$ cat src/hdl/bltds_pkg.sv
// Shared types and constants for the bar-level two-wire display sender.
// Holds the segment encoding, fixed link bytes and the bar-mask function.
// No dependencies.
`default_nettype none

package bltds_pkg;

    localparam int BAR_COUNT = 10;
    localparam int PCT_STEP  = 10;
    localparam int BYTE_W    = 8;

    localparam logic [BYTE_W-1:0] DATA_CMD_RESET = 8'h44;
    localparam logic [BYTE_W-1:0] DISP_CTL_RESET = 8'h8A;
    localparam logic [BYTE_W-1:0] ADDR_UPPER     = 8'hC0;
    localparam logic [BYTE_W-1:0] ADDR_LOWER     = 8'hC1;

    // Configuration register indexes
    localparam logic CFG_DATA_COMMAND    = 1'b0;
    localparam logic CFG_DISPLAY_CONTROL = 1'b1;

    // Frame numbers within one update sequence
    localparam logic [2:0] FRAME_CMD0  = 3'd0;
    localparam logic [2:0] FRAME_UPPER = 3'd1;
    localparam logic [2:0] FRAME_CMD1  = 3'd2;
    localparam logic [2:0] FRAME_LOWER = 3'd3;
    localparam logic [2:0] FRAME_DISP  = 3'd4;

    // Sub-interval codes
    localparam logic [1:0] SUB_0 = 2'd0;
    localparam logic [1:0] SUB_1 = 2'd1;
    localparam logic [1:0] SUB_2 = 2'd2;
    localparam logic [1:0] SUB_3 = 2'd3;

    localparam logic [2:0] BIT_LAST = 3'd7;

    // Segment of a frame: start condition, data bits, acknowledge slot, stop
    typedef enum logic [3:0] {
        SEG_START = 4'b0001,
        SEG_BIT   = 4'b0010,
        SEG_ACK   = 4'b0100,
        SEG_STOP  = 4'b1000
    } t_seg;

    // Mask bit i is lit when the percent reaches the threshold of bar (10 - i);
    // the mask fills from its top bit. Negative percents light nothing.
    function automatic logic [BAR_COUNT-1:0] bar_mask(input logic signed [7:0] pct);
        logic [BAR_COUNT-1:0] m;
        for (int i = 0; i < BAR_COUNT; i++) begin
            m[i] = (pct >= $signed(8'(PCT_STEP * (BAR_COUNT - i))));
        end
        return m;
    endfunction

endpackage

`default_nettype wire

$ cat src/hdl/bar_level_two_wire_display_sender_core.sv
// Bar-level sender for a two-wire LED bar-graph driver: latches a level and
// plays the five-frame update sequence one pin interval per tick beat.
// Depends on bltds_pkg.
//
// A new input beat is accepted in every cycle while
// the result register is empty or being drained. A level beat while idle
// latches the bar bytes and starts a 224-interval sequence; each tick beat
// then yields one result beat from a frame/segment/bit/sub-interval counter
// set. Level beats while busy and tick beats while idle give no result. The
// configuration port is always ready and takes one write per cycle.
`default_nettype none

module bar_level_two_wire_display_sender_core
    import bltds_pkg::*;
(
    input  wire logic              i_clk,
    input  wire logic              i_rst_n,

    input  wire logic              i_cfg_valid,
    output      logic              o_cfg_ready,
    input  wire logic              i_cfg_index,
    input  wire logic [BYTE_W-1:0] i_cfg_data,

    input  wire logic              i_in_valid,
    output      logic              o_in_ready,
    input  wire logic              i_mode,
    input  wire logic signed [7:0] i_percent,

    output      logic              o_out_valid,
    input  wire logic              i_out_ready,
    output      logic              o_clock_line,
    output      logic              o_data_line,
    output      logic              o_data_drive,
    output      logic              o_sequence_last
);

    logic [BYTE_W-1:0] r_data_cmd, r_disp_ctl;
    logic [BYTE_W-1:0] r_upper, r_lower, n_upper, n_lower;
    logic              r_busy, n_busy;
    logic              r_data_level, n_data_level;
    t_seg              r_seg, n_seg;
    logic [2:0]        r_frame, n_frame;
    logic              r_byte, n_byte;
    logic [2:0]        r_bit, n_bit;
    logic [1:0]        r_sub, n_sub;

    logic r_out_valid, n_out_valid;
    logic r_clk, r_dat, r_drv, r_last;
    logic n_clk, n_dat, n_drv, n_last;

    logic              in_fire, tick_fire, level_fire;
    logic              two_bytes;
    logic [BYTE_W-1:0] cur_byte;
    logic [BAR_COUNT-1:0] mask;

    assign o_cfg_ready = 1'b1;
    assign o_in_ready  = !r_out_valid || i_out_ready;
    assign in_fire     = i_in_valid && o_in_ready;
    assign tick_fire   = in_fire && i_mode && r_busy;
    assign level_fire  = in_fire && !i_mode && !r_busy;

    assign mask = bar_mask(i_percent);

    assign two_bytes = (r_frame == FRAME_UPPER) || (r_frame == FRAME_LOWER);

    always_comb begin
        unique case (r_frame) inside
            FRAME_UPPER:            cur_byte = r_byte ? r_upper : ADDR_UPPER;
            FRAME_LOWER:            cur_byte = r_byte ? r_lower : ADDR_LOWER;
            FRAME_CMD0, FRAME_CMD1: cur_byte = r_data_cmd;
            default:                cur_byte = r_disp_ctl;
        endcase
    end

    // Pin decode and counter advance for the current interval
    always_comb begin
        n_clk   = 1'b0;
        n_dat   = r_data_level;
        n_drv   = 1'b1;
        n_last  = 1'b0;
        n_seg   = r_seg;
        n_frame = r_frame;
        n_byte  = r_byte;
        n_bit   = r_bit;
        n_sub   = r_sub + 2'd1;
        n_busy  = r_busy;
        unique case (r_seg)
            SEG_START: begin
                n_clk = (r_sub != SUB_2);
                n_dat = (r_sub == SUB_0);
                if (r_sub == SUB_2) begin
                    n_seg  = SEG_BIT;
                    n_byte = 1'b0;
                    n_bit  = '0;
                    n_sub  = SUB_0;
                end
            end
            SEG_BIT: begin
                n_clk = (r_sub == SUB_2);
                // hold the previous level on the first interval of each bit
                if (r_sub != SUB_0) begin
                    n_dat = cur_byte[r_bit];
                end
                if (r_sub == SUB_2) begin
                    n_sub = SUB_0;
                    if (r_bit == BIT_LAST) begin
                        n_seg = SEG_ACK;
                    end else begin
                        n_bit = r_bit + 3'd1;
                    end
                end
            end
            SEG_ACK: begin
                n_clk = (r_sub == SUB_1);
                n_dat = 1'b0;
                n_drv = (r_sub == SUB_2);
                if (r_sub == SUB_2) begin
                    n_sub = SUB_0;
                    n_bit = '0;
                    if (two_bytes && !r_byte) begin
                        n_seg  = SEG_BIT;
                        n_byte = 1'b1;
                    end else begin
                        n_seg = SEG_STOP;
                    end
                end
            end
            SEG_STOP: begin
                case (r_sub)
                    SUB_0:   n_clk = 1'b0;
                    SUB_1:   begin n_clk = 1'b0; n_dat = 1'b0; end
                    SUB_2:   begin n_clk = 1'b1; n_dat = 1'b0; end
                    default: begin n_clk = 1'b1; n_dat = 1'b1; end
                endcase
                if (r_sub == SUB_3) begin
                    n_sub  = SUB_0;
                    n_seg  = SEG_START;
                    n_byte = 1'b0;
                    if (r_frame == FRAME_DISP) begin
                        n_last  = 1'b1;
                        n_busy  = 1'b0;
                        n_frame = FRAME_CMD0;
                    end else begin
                        n_frame = r_frame + 3'd1;
                    end
                end
            end
            default: begin
                n_seg = SEG_START;
                n_sub = SUB_0;
            end
        endcase
        n_data_level = n_drv ? n_dat : r_data_level;
        n_upper      = mask[BAR_COUNT-1:2];
        n_lower      = {mask[1:0], 6'b0};
        n_out_valid  = tick_fire ? 1'b1 : (i_out_ready ? 1'b0 : r_out_valid);
    end

    always_ff @(posedge i_clk) begin
        if (!i_rst_n) begin
            r_data_cmd   <= DATA_CMD_RESET;
            r_disp_ctl   <= DISP_CTL_RESET;
            r_busy       <= 1'b0;
            r_data_level <= 1'b1;
            r_seg        <= SEG_START;
            r_frame      <= FRAME_CMD0;
            r_byte       <= 1'b0;
            r_bit        <= '0;
            r_sub        <= SUB_0;
            r_upper      <= '0;
            r_lower      <= '0;
            r_out_valid  <= 1'b0;
        end else begin
            if (i_cfg_valid && o_cfg_ready) begin
                if (i_cfg_index == CFG_DATA_COMMAND) begin
                    r_data_cmd <= i_cfg_data;
                end
                if (i_cfg_index == CFG_DISPLAY_CONTROL) begin
                    r_disp_ctl <= i_cfg_data;
                end
            end
            if (level_fire) begin
                r_upper <= n_upper;
                r_lower <= n_lower;
                r_busy  <= 1'b1;
            end else if (tick_fire) begin
                r_busy       <= n_busy;
                r_data_level <= n_data_level;
                r_seg        <= n_seg;
                r_frame      <= n_frame;
                r_byte       <= n_byte;
                r_bit        <= n_bit;
                r_sub        <= n_sub;
            end
            r_out_valid <= n_out_valid;
        end
    end

    // Result register payload
    always_ff @(posedge i_clk) begin
        if (tick_fire) begin
            r_clk  <= n_clk;
            r_dat  <= n_dat;
            r_drv  <= n_drv;
            r_last <= n_last;
        end
    end

    assign o_out_valid     = r_out_valid;
    assign o_clock_line    = r_clk;
    assign o_data_line     = r_dat;
    assign o_data_drive    = r_drv;
    assign o_sequence_last = r_last;

    a_seg_onehot: assert property (@(posedge i_clk) disable iff (!i_rst_n)
        $onehot(r_seg))
        else $error("segment state not one-hot");

    a_idle_cleared: assert property (@(posedge i_clk) disable iff (!i_rst_n)
        !r_busy |-> (r_frame == FRAME_CMD0 && r_seg == SEG_START && r_sub == SUB_0))
        else $error("sequencer counters not cleared while idle");

    a_last_ends: assert property (@(posedge i_clk) disable iff (!i_rst_n)
        (tick_fire && n_last) |=> !r_busy)
        else $error("busy still set after final interval");

    a_level_starts: assert property (@(posedge i_clk) disable iff (!i_rst_n)
        level_fire |=> r_busy)
        else $error("level beat while idle did not start a sequence");

    a_released_low: assert property (@(posedge i_clk) disable iff (!i_rst_n)
        (o_out_valid && !o_data_drive) |-> !o_data_line)
        else $error("released data beat carries a high level");

endmodule

`default_nettype wire

$ cat config.mk
export PLATFORM = sky130hd
export DESIGN_NAME = bar_level_two_wire_display_sender_core
export DESIGN_NICKNAME = d
export VERILOG_FILES = /design/src/hdl/bltds_pkg.sv /design/src/hdl/bar_level_two_wire_display_sender_core.sv
export SDC_FILE = /design/constraint.sdc
export NUM_CORES = 1
export LEC_CHECK = 0
export ABC_AREA = 1
export BUFFER_PORTS_ARGS = -buffer_cell sky130_fd_sc_hd__buf_2
export CAP_MARGIN = 20
export CORE_MARGIN = 5
export CORE_UTILIZATION = 52
export DETAILED_ROUTE_END_ITERATION = 10
export GPL_TIMING_DRIVEN = 0
export PLACE_DENSITY_LB_ADDON = 0.05
export REMOVE_ABC_BUFFERS = 1
export SKIP_LAST_GASP = 1
export SLEW_MARGIN = 20
export SYNTH_ARGS = -nofsm -noshare
export SYNTH_HDL_FRONTEND = slang
export SYNTH_SLANG_ARGS = --single-unit
$ cat constraint.sdc
create_clock -name i_clk -period 1.6 [get_ports i_clk]
set_input_delay 0.16 -clock i_clk [delete_from_list [all_inputs] [get_ports i_clk]]
set_output_delay 0.16 -clock i_clk [all_outputs]
set_load 0.005 [all_outputs]
# After elaboration in Yosys (flattened, before gate mapping)
# Cells that the tools add are included.
word_totals:
  latchBits: 0
  wordCells: 129
  ramBits: 0
  output_inout_bits: 7
  mem_bits_ro: 0
  ff_bits: 46
  memories: 0
  in_bits: 23
op_classes:
  n_mux: 39
  add_sub_neg: 3
  shifts: 0
  n_mul: 0
  div: 0
  n_reduce_logical: 37
  n_lt_le_gt_ge: 11
  eq_ne: 21
  bitwise: 2
op_table:
  columns: ["op", "count"]
  rows:
  - ["greater-or-equal comparator 8 bit (second input constant)", 4]
  - ["greater-or-equal comparator 8 x 7 -> 1 bit (second input constant)", 3]
  - ["two-way mux 4 bit", 6]
  - ["case mux 8 bit (3 select lines)", 1]
  - ["greater-or-equal comparator 8 x 6 -> 1 bit (second input constant)", 2]
  - ["two-way mux 1 bit", 16]
  - ["two-way mux 8 bit", 2]
  - ["!= test 2 bit (second input constant)", 8]
  - ["case mux 4 bit (4 select lines)", 1]
  - ["AND reduction 7 bit", 2]
  - ["nonzero test 2 bit", 7]
  - ["two-way mux 3 bit", 4]
  - ["greater-or-equal comparator 8 x 5 -> 1 bit (second input constant)", 1]
  - ["case mux 1 bit (4 select lines)", 2]
  - ["AND reduction 2 bit", 4]
  - ["AND reduction 4 bit", 2]
  - ["OR reduction 2 bit", 4]
  - ["adder 3 x 1 -> 3 bit (second input constant)", 2]
  - ["== test 3 x 2 -> 1 bit (second input constant)", 2]
  - ["== test 3 bit (second input constant)", 2]
  - ["logical AND 1 bit", 6]
  - ["case mux 3 bit (2 select lines)", 1]
  - ["AND reduction 6 bit", 1]
  - ["== test 2 bit (second input constant)", 2]
  - ["other kinds (22)", 28]

# Logic depth before layout (Yosys ltp)
# Gate-level depths: netlist of run 1.
depth:
  depth_word: 7
  depth_mapped: 16
  depth_no_buf: 16

# Worst setup path before layout of run 1
# OpenSTA, ideal clock, no wires.
synth_timing:
  path_kind: "flip-flop to flip-flop"
  from: "register r_frame[2]"
  to: "register r_dat, in the netlist o_data_line, data pin"
  n_path_buf: 2
  synth_period_minus_slack_ps: 1740
  stages_incl_launch_ff: 14
  path_slack_ps: -140
  required_ps: 1332
  arrival_ps: 1471
  setup_ps: 268
  path_cell_list: "dfxtp_1 -> inv_2 -> buf_2 -> ha_1 -> a21oi_2 -> buf_4 -> nand3_1 -> nand3_1 -> nand3_1 -> nand2_1 -> nand2_1 -> nand3_1 -> nand2_1 -> nand3_1"
synth_between:
  elab_chain_cells: 7
  word_cells_on_any_way: 10
  classes_between: "eq/ne: 3; mux: 5; reduce/logical: 2"
synth_rtl:
  columns: ["item", "line", "rtl"]
  rows:
  - ["start: declaration", "bar_level_two_wire_display_sender_core.sv:42", "logic [2:0] r_frame, n_frame;"]
  - ["start signal: assignment", "bar_level_two_wire_display_sender_core.sv:190", "r_frame <= n_frame;"]
  - ["== test 3 x 2 -> 1 bit (no source line) / zero test 3 bit (equally long branches)", null, null]
  - ["OR reduction 2 bit", "bar_level_two_wire_display_sender_core.sv:67", "unique case (r_frame) inside"]
  - ["case mux 8 bit (3 select lines) (*)", "bar_level_two_wire_display_sender_core.sv:67", null]
  - ["binary-select mux 1 bit (select 3 bit) (*)", "bar_level_two_wire_display_sender_core.sv:102", "n_dat = cur_byte[r_bit];"]
  - ["two-way mux 1 bit (not written as such) (*)", "bar_level_two_wire_display_sender_core.sv:102", null]
  - ["two-way mux 1 bit (*)", "bar_level_two_wire_display_sender_core.sv:101", "if (r_sub != SUB_0) begin"]
  - ["case mux 1 bit (4 select lines) (*)", "bar_level_two_wire_display_sender_core.sv:87", "unique case (r_seg)"]
  - ["net n_dat", "bar_level_two_wire_display_sender_core.sv:49", "logic n_clk, n_dat, n_drv, n_last;"]
  - ["end signal: assignment", "bar_level_two_wire_display_sender_core.sv:203", "r_dat <= n_dat;"]
  - ["end: declaration", "bar_level_two_wire_display_sender_core.sv:48", "logic r_clk, r_dat, r_drv, r_last;"]
# Mark *: on every way through the listed nets, which the timed path passes. The rest lies on a longest branch. The select of a mux whose other input is x is not followed.
# A chain may end at the register's enable or synchronous reset.

# Worst setup path in the final report of run 1
layout_timing:
  from: "register r_frame[0]"
  to: "register r_dat, in the netlist o_data_line, data pin"
# Same word-level chain as after synthesis.

==> results of run 1 <==
==> per-layer routing <==
| layer | track usage | up-vias |
|---|---|---|
| li1 | - | 1276 |
| met1 | 0.270 | 1060 |
| met2 | 0.326 | 51 |
| met3 | 0.0372 | 11 |
| met4 | 0.0676 | 0 |
| met5 | 0 | - |
==> flip-flops by register name, indices dropped and copies added (netlist names) <==
signal and cells:
r_sub 2, r_data_cmd 8, r_disp_ctl 8, o_sequence_last 1, r_lower 2, r_upper 8
r_busy 1, r_bit 3, r_frame 3, r_data_level 1, o_data_line 1, o_out_valid 1
o_data_drive 1, r_byte 1, o_clock_line 1, r_seg 4
==> where the power goes <==
part | switching [mW] | internal, mW | total, mW | leakage (nW)
Sequential | 0.0255 | 1.20 | 1.22 | 0.380
Combinational | 0.133 | 0.0800 | 0.213 | 0.884
Clock | 0.392 | 0.460 | 0.852 | 0.0579
==> final cells by class <==
type / count / area (um^2) / share of cell area
inverters: 54 / 218 / 0.0694
clock inverters: 3 / 40.0 / 0.0128
well taps: 67 / 83.8 / 0.0267
multi-input cells: 255 / 1510 / 0.479
repair buffers: 40 / 236 / 0.0753
flip-flops and latches: 46 / 987 / 0.314
clock buffers: 5 / 68.8 / 0.0219
==> worst max-delay path, stage by stage, from the launching register on <==
cell,delay (ns)
dfxtp_4,0.41
inv_4,0.06
ha_4,0.16
inv_4,0.07
nand2_4,0.08
nand2_4,0.09
nor2_1,0.04
nor2_1,0.07
nand3_1,0.08
nand3_1,0.10
nand2_1,0.06
nand2_1,0.07
nand3_1,0.08
nand2_1,0.07
nand3_2,0.07
==> worst paths after layout <==
check	depth (start not counted)	slack, ns	endpoint
worst max-delay path	14	-0.17	o_data_line
worst min register to register	2	0.47	r_upper[2]
worst min-delay path	3	0.08	r_disp_ctl[1]
worst max register to register	14	-0.17	o_data_line
==> cells in the mapped netlist, types with 5 or more instances <==
| master | number | share of area |
|---|---|---|
| ha_1 | 11 | 0.054 |
| nand2_1 | 64 | 0.095 |
| nand3_1 | 42 | 0.083 |
| inv_2 | 10 | 0.015 |
| nand2_2 | 5 | 0.012 |
| a21oi_1 | 27 | 0.053 |
| inv_1 | 43 | 0.064 |
| dfxtp_1 | 42 | 0.33 |
| o21ai_1 | 5 | 0.0099 |
| a211oi_1 | 6 | 0.018 |
| o21ai_0 | 29 | 0.057 |
| nor2_1 | 40 | 0.059 |
==> kinds of logic after synthesis <==
kind of cell,count (synthesis)
adder cells (fa/ha/maj),11
AO/OA/AOI/OAI,73
flip-flops,46
AND/OR/NAND/NOR,167
buffers and inverters,62
other,1
==> what timing repair did <==
action                                  4_1_cts  5_1_grt
resized for setup                            32       30
buffers inserted                              6        7
endpoints found under the setup margin       13       19
cloned                                        3        0
pin swaps                                    11       13
==> flow_summary.ini, run 1 <==
[floorplanning]
core_um2 = 4720
num_rows = 25
initial_utilization = 0.536
pin_count = 30
die_w_um = 79.8
die-height_um = 79.8
die_area_um2 = 6360

[synth]
yosysSeqAreaShare = 0.380
synth_edf_count = 4
synth_top_family_by_area = simple AND/OR/NAND/NOR gates
yosys_warnings = 0
synth_compound_area_frac = 0.160
synth-seq-cells = 46
syn_avg_cell_area_um2 = 7.03
synth.distinct_cells = 31
synthArstFlopShare = 0
syn-cell-area_um2 = 2530
synthXorXnorAreaFrac = 0
synth_cells = 360
synth_fa_ha_area_frac = 0.0544
synth_simple_gate_area_frac = 0.308
synthMuxAreaShare = 0
synth_ff_type = dfxtp_1

[drt]
ant_nets = 0
drc = 0
met3_wirelength_um = 253
wl_per_cell_um = 13.0
first_iter_violations = 184
top_layer_used = met4
vias_per_cell = 5.10
via_count = 2398
firstDrtPassIters = 4
dr_wl_met2_um = 2780
met1Wirelength_um = 2970
wl_um = 6100

[placed_design]
port-buffer-count = 27
place_area_um2 = 2710
dpl.cell_count = 446
place.gp.congestion = 0.850
pre_cts_slack_ns = -0.412
hpwl_um = 3990

[critical_path]
startpoint = r_frame[0]
cp-start-kind = flip-flop
arrival_ns = 1.82
critPathCaptureType = flip-flop
worstPathMaxFanout = 5
critPathKind = flip-flop to flip-flop
worstPathRequired_ns = 1.65
reg2reg_from = r_frame[0]

[cells_and_area]
fill_cells = 402
diodes = 0
stdcell_area_um2 = 3140
layout_common_cells = 61 x nand2_1, 40 x nand3_1, 40 x nor2_1
area_growth_pct = 24.0
layout.nets = 436
final_core_util = 0.665
post_route_cells_drive_above_1_share = 0.280
finalNonFillerCells = 470
layout_commonest_cell = nand2_1

[power]
powerDensity_nw_per_um2 = 729
p_leak_nw = 1.32
total_power_mw = 2.29
max-vdd-ir-drop_mv = 0.504

[sta]
worst_slew_pin_slew_ns = 0.537
fin_ws_ns = -0.174
period_share = 1.11
skew_ns = 0.00949
slew_headroom = 0.641
period_minus_slack_ns = 1.77
hold_viol = 0
setup_violations = 2
rsz0062_at_grt = true
fmax_mhz = 564
report.final.slew_viol_count = 0
timing.hold.ws_ns = 0.0778
tns_ns = -0.312

[clock_network]
clkSinkCount = 46
cts_tree = done
root_buffer = clkbuf_8
cts.htree.levels = 2
cts_buffers = 5
path_clk_slew_ns = 0.09
clk-insertion-delay-late_ns = 0.30
hold_buffers = 0
clockBufferDepth = 2

[global_routing]
grt_pass1_wl_um = 10100
grt.overflow.total = 0
grt_usage = 0.201
antenna_found_initial = 0
grt_pass1_vias = 2186
grt_max_degree = 29

[status]
violations = negative setup slack
status = complete, but fails checks

[worst_hold_path]
hold_path.class = input pin to flip-flop
min-delay-start = i_cfg_data[1]

[flow_run]
maxCapViolations = 0
(Power assumes the default switching activity.)
==> run 2: changes to the inputs <==
Settings changed: CORE_UTILIZATION 52 to 55.
Clock period 1.6 ns to 2.2 ns, I/O delays scaled along.
==> flow_summary.ini, run 2 (synthesized netlist as in run 1, its figures left out) <==
[clock_network]
cts_tree = done
post_cts_resized = 0
hold_buffers = 0
postCtsSetupBuffers = 0
clk-insertion-delay-late_ns = 0.30
clkSinkCount = 46
clockBufferDepth = 2
cts.htree.levels = 2
path_clk_slew_ns = 0.08
cts_buffers = 5
root_buffer = clkbuf_8

[worst_hold_path]
min-delay-start = i_cfg_data[7]
hold_path.class = input pin to flip-flop

[sta]
timing.hold.ws_ns = 0.134
hold_viol = 0
setup_violations = 0
worst_slew_pin_slew_ns = 0.507
fmax_mhz = 506
tns_ns = 0
fin_ws_ns = 0.224
slew_headroom = 0.661
skew_ns = 0.00462
report.final.slew_viol_count = 0
period_share = 0.898
rsz0062_at_grt = false
period_minus_slack_ns = 1.98

[critical_path]
worstPathRequired_ns = 2.24
startpoint = r_frame[0]
cp_slowest_cell = dfxtp_1
arrival_ns = 2.02
cp_common_cell = nand3_1
max_stage_delay_ns = 0.39
critPathKind = flip-flop to flip-flop
cp-start-kind = flip-flop
critPathCaptureType = flip-flop
crit_buf_inv = 2
worstPathMaxFanout = 9
cp_top_family = simple AND/OR/NAND/NOR gates
reg2reg_from = r_frame[0]
worstPathCellList = inv_1 > ha_1 > inv_1 > nand2_2 > nand2_2 > nor2_1 > nor2_1 > nand3_1 > nand3_1 > nand2_1 > nand2_1 > nand3_1 > nand2_1 > nand3_1

[cells_and_area]
layout.nets = 420
post_route_cells_drive_above_1_share = 0.152
top_regs = r_data_cmd: 8 flops, r_disp_ctl: 8 flops, r_upper: 8 flops
layout_common_cells = 64 x nand2_1, 43 x inv_1, 42 x nand3_1, 42 x dfxtp_1, 40 x nor2_1
fill_cells = 447
layout_commonest_cell = nand2_1
diodes = 0
area_growth_pct = 9.79

[global_routing]
antenna_found_initial = 0
met2_usage = 0.298
top_usage_layer = met2
grt_usage = 0.189
use_met3 = 0.0463
grt.overflow.total = 0
grtUsageMet1 = 0.260
grt_max_degree = 29
grt_pass1_wl_um = 9540
grt_pass1_vias = 2101

[drt]
wl_per_cell_um = 12.3
ant_nets = 0
via_count = 2279
vias_per_cell = 5.19
drc = 0
wl_um = 5400
first_iter_violations = 136
firstDrtPassIters = 4

[power]
internal-power_mw = 1.16
max-vdd-ir-drop_mv = 0.435
switching_share = 0.248
seqPwrFrac = 0.582
combPwrFrac = 0.094
pwr-share-clk = 0.324
p_leak_nw = 1.21
power_switching_uw = 381
powerDensity_nw_per_um2 = 553

[status]
status = finished, final reports clean

[flow_run]
maxCapViolations = 0

[placed_design]
hpwl_um = 4100
place.gp.congestion = 0.885
port-buffer-count = 27
pre_cts_slack_ns = 0.192

[floorplanning]
num_rows = 24
core_um2 = 4410
die-height_um = 77.8
initial_utilization = 0.573
die_area_um2 = 6060
pin_count = 30
die_w_um = 77.8
==> run 2: cell types whose count changed in the layout (fill, tap and decap cells not counted), moves of 3 or more <==
| cell | before | now |
|---|---|---|
| ha_1 | 5 | 11 |
| dfxtp_1 | 31 | 42 |
| nand2_1 | 61 | 64 |
| a21oi_1 | 24 | 27 |
| inv_1 | 35 | 43 |
| dfxtp_2 | 6 | 0 |
| inv_4 | 6 | 0 |
| dfxtp_4 | 5 | 0 |
| ha_4 | 6 | 0 |
| clkbuf_1 | 0 | 3 |
| buf_4 | 12 | 0 |
| nand2_4 | 4 | 0 |
| a21oi_2 | 4 | 0 |
==> run 2: metal layers <==
layer	share of wire	vias up	wire [um]
met2	0.44	31	2390
met5	0	-	0
li1	-	1232	-
met1	0.50	1010	2720
met3	0.041	6	222
met4	0.011	0	59
==> run 2: worst min-delay path, stage by stage <==
cell,delay (ns)
buf_2,0.09
nand2_1,0.05
nand3_1,0.05
==> run 2: worst paths after layout <==
kind / cells after the start / slack [ns] / end
max: 14 / 0.22 / o_data_line
min: 3 / 0.13 / r_disp_ctl[7]
max reg2reg: 14 / 0.22 / o_data_line
min reg2reg: 2 / 0.47 / r_data_cmd[2]
==> run 2: final cells by class <==
| class | count | area (um^2) | area share |
|---|---|---|---|
| Timing Repair Buffer | 27 | 135 | 0.0486 |
| Inverter | 54 | 203 | 0.0729 |
| Sequential cell | 46 | 961 | 0.346 |
| Multi-Input combinational cell | 252 | 1340 | 0.480 |
| Tap cell | 52 | 65.1 | 0.0234 |
| Clock buffer | 8 | 80.1 | 0.0288 |
==> run 2: power groups by stage <==
stage / clock network [mW] / registers [mW] / logic [mW]
final: 0.499 / 0.894 / 0.144
after global routing: 0.556 / 0.898 / 0.166
after CTS: 0.514 / 0.894 / 0.145
after detailed placement: 0 / 0.913 / 0.145
after global placement: 0 / 0.913 / 0.141
after floorplan: 0 / 0.908 / 0.0918
==> run 2: per-stage QoR <==
step,utilization,power [mW],std cells,instance area [um^2]
after floorplan,-,1.00,352,2490
after global placement,0.610,1.05,431,2690
after detailed placement,0.610,1.06,431,2690
after CTS,0.628,1.55,439,2770
after global routing,0.630,1.62,439,2780
final,0.630,1.54,439,2780
